--- config.mk ---
export PLATFORM = sky130hd
export DESIGN_NAME = isi_ram
export DESIGN_NICKNAME = d
export VERILOG_FILES = /design/src/rtl/core/isi_ram.sv
export SDC_FILE = /design/constraint.sdc
export NUM_CORES = 1
export LEC_CHECK = 0
export ABC_AREA = 1
export BUFFER_PORTS_ARGS = -buffer_cell sky130_fd_sc_hd__buf_2
export CAP_MARGIN = 20
export CORE_AREA = 2 2 124 126
export CTS_CLUSTER_SIZE = 12
export DETAILED_ROUTE_END_ITERATION = 16
export DIE_AREA = 0 0 126 128
export HOLD_SLACK_MARGIN = 0.05
export PLACE_DENSITY = 0.54
export SLEW_MARGIN = 15
export SYNTH_ARGS = -nofsm -noshare
export SYNTH_HDL_FRONTEND = slang
export SYNTH_SLANG_ARGS = --single-unit
--- constraint.sdc ---
create_clock -name clk -period 2.6 [get_ports clk]
set_input_delay 0.13 -clock clk [delete_from_list [all_inputs] [get_ports clk]]
set_output_delay 0.13 -clock clk [all_outputs]
set_load 0.02 [all_outputs]
--- src/rtl/core/isi_ram.sv ---
// Generic single-write, single-read RAM with registered read data.
`timescale 1ns / 1ps
module isi_ram #(
  parameter int WIDTH = 8,
  parameter int DEPTH = 16
) (
  input  logic                                   clk,
  input  logic                                   we,
  input  logic [(DEPTH > 1 ? $clog2(DEPTH) : 1)-1:0] waddr,
  input  logic [WIDTH-1:0]                       wdata,
  input  logic [(DEPTH > 1 ? $clog2(DEPTH) : 1)-1:0] raddr,
  output logic [WIDTH-1:0]                       rdata
);
  logic [WIDTH-1:0] mem [DEPTH];

  always_ff @(posedge clk) begin
    if (we) begin
      mem[waddr] <= wdata;
    end
    rdata <= mem[raddr];
  end
endmodule

==> results of run 1 <==
[power breakdown]
group / internal, mW / switching [mW] / leakage [nW]
Combinational: 0.0803 / 0.223 / 1.31
Clock: 1.48 / 0.852 / 0.279
Sequential: 2.45 / 0.0126 / 1.22
[through the flow]
step           util, %  setup slack (ns)
6_report          44.1              1.40
5_1_grt           44.1              1.31
4_1_cts           44.1              1.40
3_5_place_dp      40.3             0.948
3_3_place_gp      40.3             0.988
2_1_floorplan        -              1.52
[worst min-delay path: cells and delay by family]
family	cells	cell delay [ns]
AND/OR/NAND/NOR	2	0.16
buffers and inverters	1	0.17
[area by class of cell]
class / count / area (um2)
fill: 1449 / 8300
sequential: 136 / 4000
multi-input combinational: 289 / 1210
clock buffer: 19 / 433
inverter: 102 / 383
tap: 188 / 235
timing repair buffer: 28 / 160
clock inverter: 12 / 134
[worst paths after layout]
check	startpoint	end	slack (ns)	cells past startpoint
worst max register to register	mem[5][6]$_DFFE_PP_	rdata[6]$_DFF_P_	1.49	6
worst min-delay path	raddr[3]	rdata[1]$_DFF_P_	0.10	3
worst max-delay path	raddr[0]	rdata[6]$_DFF_P_	1.40	7
worst min register to register	mem[2][3]$_DFFE_PP_	rdata[3]$_DFF_P_	0.67	6
[flip-flops by register name (all words and copies together), names as in the netlist]
register,flops
rdata,8
mem,128
[kinds of logic (layout without fill, tap and decap cells)]
group                  after synthesis  after routing  synth area share, %
DFF                                136            136                 69.4
buffers and inverters              126            161                 9.52
and+or+nand+nor                    289            289                 21.0
[cells in the final DEF (no fill, tap or decap), types with 2 or more instances in the layout]
master / instances
sky130_fd_sc_hd__inv_2: 2
sky130_fd_sc_hd__edfxtp_1: 128
sky130_fd_sc_hd__buf_4: 2
sky130_fd_sc_hd__bufinv_16: 3
sky130_fd_sc_hd__clkbuf_1: 2
sky130_fd_sc_hd__inv_1: 100
sky130_fd_sc_hd__clkbuf_16: 17
sky130_fd_sc_hd__dfxtp_1: 8
sky130_fd_sc_hd__nand3_1: 97
sky130_fd_sc_hd__nand3b_1: 2
sky130_fd_sc_hd__clkinv_1: 3
sky130_fd_sc_hd__clkinv_2: 5
sky130_fd_sc_hd__buf_2: 25
sky130_fd_sc_hd__nand2_1: 173
sky130_fd_sc_hd__nor2_1: 17
[metal layers]
metal,routed length (um),GRT usage (%),vias up
met1,6240,23.7,1765
met5,0,0,-
met2,6050,27.0,108
met3,594,3.38,17
li1,-,-,1819
met4,282,7.89,0
==> results.rst, run 1 <==
.. list-table::
   :header-rows: 1

   * - Metric
     - Value
   * - Summed instance area of the synthesized netlist
     - between 5000 and 6000 um2
   * - Critical Path Most Common Cell
     - sky130_fd_sc_hd__nand3_1
   * - Core Area
     - roughly 15,000 um2
   * - Power, Total
     - around 5.1 mW
   * - Ys Warns
     - 0
   * - CP max stage cell
     - sky130_fd_sc_hd__buf_4
   * - Vias per cell
     - around 4.8
   * - Top post-synthesis cells by area
     - sky130_fd_sc_hd__edfxtp_1 (67%), sky130_fd_sc_hd__nand2_1 (11%), sky130_fd_sc_hd__nand3_1 (8.4%), sky130_fd_sc_hd__inv_1 (6.5%), sky130_fd_sc_hd__dfxtp_1 (2.8%)
   * - Number of clock sinks seen by CTS
     - ~140
   * - Layout net count
     - ~600
   * - Die outline width
     - roughly 130 um
   * - Post-DR wirelength/cell
     - 17.0 um
   * - Htree depth
     - 4
   * - Instance count after placement with tap cells included
     - 743
   * - Top cell family by delay on the critical path
     - buffers and inverters
   * - Average instance area after synthesis
     - ~10 um2
   * - Synth cell types
     - 12
   * - Share of async-settable or async-resettable flops after synthesis
     - 0%
   * - Final HPWL DP
     - 7990 um
   * - Clock latency of the later-clocked register in the worst-skew pair
     - 0.42 ns
   * - Worst clock skew
     - about 0.0057 ns
   * - Shortest period the worst path allows
     - approximately 1.2 ns
   * - Top-count cell post-synth
     - sky130_fd_sc_hd__nand2_1
   * - Number of enable flip-flop cells after synthesis
     - 128
   * - Bufs and invs on worst path
     - 2
   * - Final setup fails
     - 0
   * - Proportion of netlist area held by the largest area contributor
     - 66.7%
   * - Resized Gates After CTS
     - 0
   * - Biggest fanout along the worst timing path
     - 64
   * - Non-filler cells in the finished layout
     - 774
   * - Commonest register cell after synthesis
     - sky130_fd_sc_hd__edfxtp_1
   * - Number of buffers added on ports
     - 25
   * - Total CTS buffers
     - 17
   * - 1st-iter DRT viols
     - ~450
   * - Number of I/O pins
     - 26
   * - Cell Rows
     - 45
   * - Leading cell types by count after synthesis
     - sky130_fd_sc_hd__nand2_1 (173), sky130_fd_sc_hd__edfxtp_1 (128), sky130_fd_sc_hd__inv_1 (100)
   * - Number of antenna-violating nets in the routed design
     - 0
   * - Cell type contributing the most total cell area after synthesis
     - sky130_fd_sc_hd__edfxtp_1
   * - Clock Path Buffers
     - 2
   * - Total negative slack
     - 0 ns
   * - Power Density
     - slightly below 800 nW/um2
   * - Delay of the slowest critical-path stage
     - roughly 0.55 ns
   * - First-pass GRT wire length
     - roughly 21,000 um
   * - Number of synthesized register bits
     - about 140
   * - Sort of element at the start of the critical path
     - input pin
   * - Global placer's final weighted congestion
     - around 0.8
   * - Cell-by-cell listing of the critical path
     - buf_2, buf_4, nand2_1, nand3_1, nand3_1, nand3_1, nand2_1
   * - CTS tree
     - done
   * - Fraction of final layout cells sized beyond drive strength 1
     - roughly a tenth
   * - Clock-pin slew reported for the worst setup and hold paths after clock tree synthesis
     - approximately 0.06 ns
   * - Die H
     - 128 um
   * - Residual DRC
     - 0
   * - Final-report hold violation count
     - 0
   * - Drt total wl
     - 13,200 um
   * - Initial antenna violation count
     - 0
   * - Maximum number of pins on one net before global-route repair
     - 65
   * - Antenna diode count
     - 0
   * - Unrepaired setup endpoints after global routing
     - false
   * - Post-CTS Repair Setup Buffers
     - 0
   * - Syn Nets
     - approximately 570
   * - Classification of the worst-slack hold path
     - in -> reg
   * - Run status
     - completed
   * - Leak pwr
     - 2.81 nW
   * - Overall track demand over capacity in global routing
     - between 15 and 20%
   * - Category of the critical setup timing path
     - in -> reg
   * - Master cell of the clock root buffer
     - sky130_fd_sc_hd__clkbuf_16
   * - Critical path required time
     - 2.89 ns
   * - Number of hold buffers added after CTS
     - 0
   * - Capturing element type of the critical path
     - register
   * - First-pass DRT Iterations
     - 6
   * - Max Clock Freq
     - 835 MHz
   * - Final period util
     - about 46%
   * - Actual slew at the worst max-slew pin
     - 0.962 ns
   * - Hold Worst Slack
     - around 0.10 ns
   * - Finished layout cell area
     - about 6600 um2
   * - Fraction of the yosys area taken by sequential cells
     - between 60% and 70%
   * - Via total after detailed routing
     - roughly 3,700
   * - Effective utilization at floorplan
     - about two fifths
   * - Dpl cell area
     - 6000 um2
   * - Layout Area Growth over Synthesis
     - 13.8%
   * - Die Outline Area
     - 16,100 um2
   * - Post-Syn Instances
     - about 550
   * - Slew Viols, Final
     - 0
   * - Data arrival time of the worst path
     - ~1.5 ns
   * - Global route overflow
     - 0
   * - Rel. slew slack
     - a little over a third
   * - Vias in the first global route
     - around 3,600
   * - Max-cap violations
     - 0
   * - Largest voltage drop on the vdd net
     - approximately 520 uV
Power figures use the tool's default switching activity.
==> inputs of run 2 (changes only) <==
- ABC_AREA: 1 -> 0
- CORE_AREA: 2 2 124 126 -> 2 2 117 119
- DIE_AREA: 0 0 126 128 -> 0 0 119 121
- PLACE_DENSITY: 0.54 -> 0.56
- clock period: 2.6 -> 1.1 ns (I/O delays scaled with it)
==> run 2 against run 1 <==
Largest power group is now clock. Critical path depth down 4. The flow now finishes with violations (setup timing). Critical path type is now reg -> reg. Clock skew up 0.0040 ns. Critical endpoint is now rdata[1]$_DFF_P_. Clock-buffer cell count up 4. Largest cell class unchanged.
==> results.rst, run 2 <==
.. list-table::
   :header-rows: 1

   * - Metric
     - Value
   * - CP startpoint
     - mem[11][1]$_DFFE_PP_
   * - Max Clock Freq
     - between 700 and 800 MHz
   * - Largest register FFs
     - 128 (unchanged)
   * - Die H
     - 121 um (-5.5%)
   * - Reg-to-reg critical path endpoint
     - rdata[1]$_DFF_P_
   * - Post-CTS Repair Setup Buffers
     - 0 (unchanged)
   * - Die outline width
     - 119 um (-5.6%)
   * - Fraction of the yosys area taken by sequential cells
     - 77.8% (+8.4 points)
   * - Total CTS buffers
     - 17 (unchanged)
   * - Via total after detailed routing
     - 2,445 (-34%)
   * - Share of async-settable or async-resettable flops after synthesis
     - 0% (unchanged)
   * - Setup slack after layout
     - -0.183 ns (-1.59 ns)
   * - Largest voltage drop on the vdd net
     - 1090 uV (+110%)
   * - Core Area
     - 13,100 um2 (-12%)
   * - Instance count after placement with tap cells included
     - 456 (-39%)
   * - Max-cap violations
     - 0 (unchanged)
   * - Final-report hold violation count
     - 0 (unchanged)
   * - Syn Nets
     - 247 (-57%)
   * - CP max stage cell
     - sky130_fd_sc_hd__mux4_2
   * - Cell Rows
     - 42 (-6.7%)
   * - Effective utilization at floorplan
     - 39.3% (+0.54 points)
   * - Total negative slack
     - -1.07 ns (-1.07 ns)
   * - Commonest register cell after synthesis
     - sky130_fd_sc_hd__edfxtp_1
   * - Average instance area after synthesis
     - 22.5 um2 (+110%)
   * - Destination of the critical timing path
     - rdata[1]$_DFF_P_
   * - Number of fill cells in the layout
     - 1,038 (-28%)
   * - Number of enable flip-flop cells after synthesis
     - 128 (unchanged)
   * - Finished layout cell area
     - 6530 um2 (-0.44%)
   * - Unrepaired setup endpoints after global routing
     - true
   * - Die Outline Area
     - 14,400 um2 (-11%)
   * - Master cell of the clock root buffer
     - sky130_fd_sc_hd__clkbuf_16
   * - Final setup fails
     - 8 (+8)
   * - Violated checks
     - setup timing
   * - Run status
     - finished with violations
   * - Cell type contributing the most total cell area after synthesis
     - sky130_fd_sc_hd__edfxtp_1
   * - Synth cell types
     - 19 (+7)
   * - Htree depth
     - 4 (unchanged)
   * - Final HPWL DP
     - 6710 um (-16%)
   * - Power Density
     - 1940 nW/um2 (+150%)
   * - Leak pwr
     - 2.21 nW (-21%)
   * - Number of antenna-violating nets in the routed design
     - 0 (unchanged)
   * - Layout Area Growth over Synthesis
     - 26.9%
   * - Layout net count
     - 325 (-45%)
   * - Clock Path Buffers
     - 2 (unchanged)
   * - Number of clock sinks seen by CTS
     - 136 (unchanged)
   * - First-pass GRT wire length
     - 15,600 um (-24%)
   * - Vias in the first global route
     - 2,645 (-26%)
   * - Summed instance area of the synthesized netlist
     - 5150 um2 (-11%)
   * - Vias per cell
     - 4.93 (+2.9%)
   * - Maximum number of pins on one net before global-route repair
     - 17 (-74%)
   * - Top post-synthesis cells by area
     - sky130_fd_sc_hd__edfxtp_1 (75%), sky130_fd_sc_hd__mux4_2 (7.9%), sky130_fd_sc_hd__mux4_1 (7.1%), sky130_fd_sc_hd__dfxtp_1 (3.1%), sky130_fd_sc_hd__a22oi_1 (2.3%)
   * - Actual slew at the worst max-slew pin
     - 1.03 ns (+0.0716 ns)
   * - Biggest fanout along the worst timing path
     - 1 (-98%)
   * - Ys Warns
     - 0 (unchanged)
   * - Cell-by-cell listing of the critical path
     - mux4_2, a22oi_2, nand2_1
   * - Residual DRC
     - 0 (unchanged)
   * - Worst clock skew
     - 0.00969 ns (+0.00396 ns)
   * - Proportion of netlist area held by the largest area contributor
     - 74.7% (+8.0 points)
   * - Slew Viols, Final
     - 0 (unchanged)
   * - Top library cells by usage in the layout, fill and taps aside
     - sky130_fd_sc_hd__edfxtp_1 (128), sky130_fd_sc_hd__mux4_2 (32), sky130_fd_sc_hd__buf_4 (28)
   * - Sort of element at the start of the critical path
     - register
   * - Minimum setup slack after placement
     - -0.455 ns (-1.40 ns)
   * - Number of I/O pins
     - 26 (unchanged)
   * - Largest registers
     - mem x128, rdata x8
   * - Fraction of final layout cells sized beyond drive strength 1
     - 43.4% (+34 points)
   * - Overall track demand over capacity in global routing
     - 15.6% (-1.7 points)
   * - Number of buffers added on ports
     - 25 (unchanged)
   * - 1st-iter DRT viols
     - 196 (-56%)
   * - Leading cell type in the layout, fill and taps excluded
     - sky130_fd_sc_hd__edfxtp_1
   * - Dpl cell area
     - 5780 um2 (-3.7%)
   * - Hold Worst Slack
     - 0.213 ns (+0.109 ns)
   * - Clock-pin slew reported for the worst setup and hold paths after clock tree synthesis
     - 0.05 ns (about the same)
   * - Data arrival time of the worst path
     - 1.56 ns (+0.07 ns)
   * - Rel. slew slack
     - 30.9% (-4.7 points)
   * - Final period util
     - 117%
   * - Drt total wl
     - 10,300 um (-22%)
   * - Start of the worst register-to-register path
     - mem[11][1]$_DFFE_PP_
   * - CTS tree
     - done
   * - Post-layout util
     - 49.9% (+5.8 points)
   * - Delay of the slowest critical-path stage
     - 0.48 ns (-0.07 ns)
   * - Global placer's final weighted congestion
     - 0.716 (-8.7%)
   * - Clock latency of the later-clocked register in the worst-skew pair
     - 0.41 ns (about the same)
   * - Non-filler cells in the finished layout
     - 496 (-36%)
   * - Top-count cell post-synth
     - sky130_fd_sc_hd__edfxtp_1
   * - Post-Syn Instances
     - 229 (-58%)
   * - Number of synthesized register bits
     - 136 (unchanged)
   * - Classification of the worst-slack hold path
     - in -> reg
   * - Critical path required time
     - 1.38 ns (-1.51 ns)
   * - Post-DR wirelength/cell
     - 20.8 um (+22%)
   * - Biggest register
     - mem
   * - First-pass DRT Iterations
     - 4 (-2)
   * - Leading cell types by count after synthesis
     - sky130_fd_sc_hd__edfxtp_1 (128), sky130_fd_sc_hd__mux4_2 (18), sky130_fd_sc_hd__a22oi_1 (16)
   * - Antenna diode count
     - 0 (unchanged)
   * - Number of cells traversed by the worst register-to-register path
     - 3 (-3)
   * - R2r setup slk
     - -0.18 ns (-1.67 ns)
   * - Shortest period the worst path allows
     - 1.28 ns
   * - Capturing element type of the critical path
     - register
   * - Category of the critical setup timing path
     - reg -> reg
   * - Global route overflow
     - 0 (unchanged)
   * - Initial antenna violation count
     - 0 (unchanged)
   * - Power, Total
     - 12.6 mW (+150%)
[run 2: cell types whose count changed after synthesis, moves of 4 or more]
cell / previous run / this run
sky130_fd_sc_hd__nand2_1: 173 / 9
sky130_fd_sc_hd__inv_1: 100 / 0
sky130_fd_sc_hd__nand3_1: 97 / 1
sky130_fd_sc_hd__mux4_2: 0 / 18
sky130_fd_sc_hd__a22oi_1: 0 / 16
sky130_fd_sc_hd__mux4_1: 0 / 14
sky130_fd_sc_hd__buf_2: 13 / 3
sky130_fd_sc_hd__nor2_1: 17 / 13
sky130_fd_sc_hd__nor3_1: 0 / 4
[run 2: worst min-delay path by stage]
stage | endpoint | slack (ns) | cells past startpoint | from
floorplan | mem[0][0]$_DFFE_PP_ | 0.15 | 0 | wdata[0]
global placement | mem[14][0]$_DFFE_PP_ | 0.45 | 1 | wdata[0]
detailed placement | mem[1][7]$_DFFE_PP_ | 0.46 | 1 | wdata[7]
CTS | mem[8][0]$_DFFE_PP_ | 0.20 | 3 | waddr[1]
global route | mem[8][4]$_DFFE_PP_ | 0.21 | 3 | waddr[1]
finish | mem[8][4]$_DFFE_PP_ | 0.21 | 3 | waddr[1]
[run 2: layout make-up]
cell class	count	area (um2)	area share, %
flip-flops and latches	136	4000	61.3
multi-input cells	83	1090	16.6
repair buffers	69	576	8.81
clock buffers	23	478	7.32
well taps	176	220	3.37
clock inverters	9	170	2.60
[run 2: what timing repair did]
action | 4_1_cts | 5_1_grt
resized for setup | 10 | 3
setup endpoints to repair | 8 | 8
hold endpoints to repair | 128 | 0
hold buffers | 8 | 0
pin swaps | 5 | 2
[run 2: routing by layer]
| metal | GRT usage (%) | wire length, um |
|---|---|---|
| met3 | 4.23 | 450 |
| met2 | 25.6 | 5260 |
| met4 | 6.18 | 176 |
| met5 | 0 | 0 |
| met1 | 19.9 | 4410 |
[run 2: report_power, final]
| part | leakage, nW | internal [mW] | switching [mW] |
|---|---|---|---|
| registers | 1.22 | 5.80 | 0.0456 |
| logic | 0.670 | 0.324 | 0.371 |
| clock network | 0.321 | 4.19 | 1.92 |
[run 2: worst max-delay path, delay by kind of cell, from the launching register on]
family	cells	cell delay, ns
flops	1	0.34
simple gates	1	0.12
mux	1	0.48
compound gates	1	0.23
[run 2: cell families after synthesis]
kind of cell,Yosys count,share of synthesized area [%]
simple gates,35,3.18
mux,32,15.0
buf+inv,10,1.68
compound gates,16,2.33
flops,136,77.8
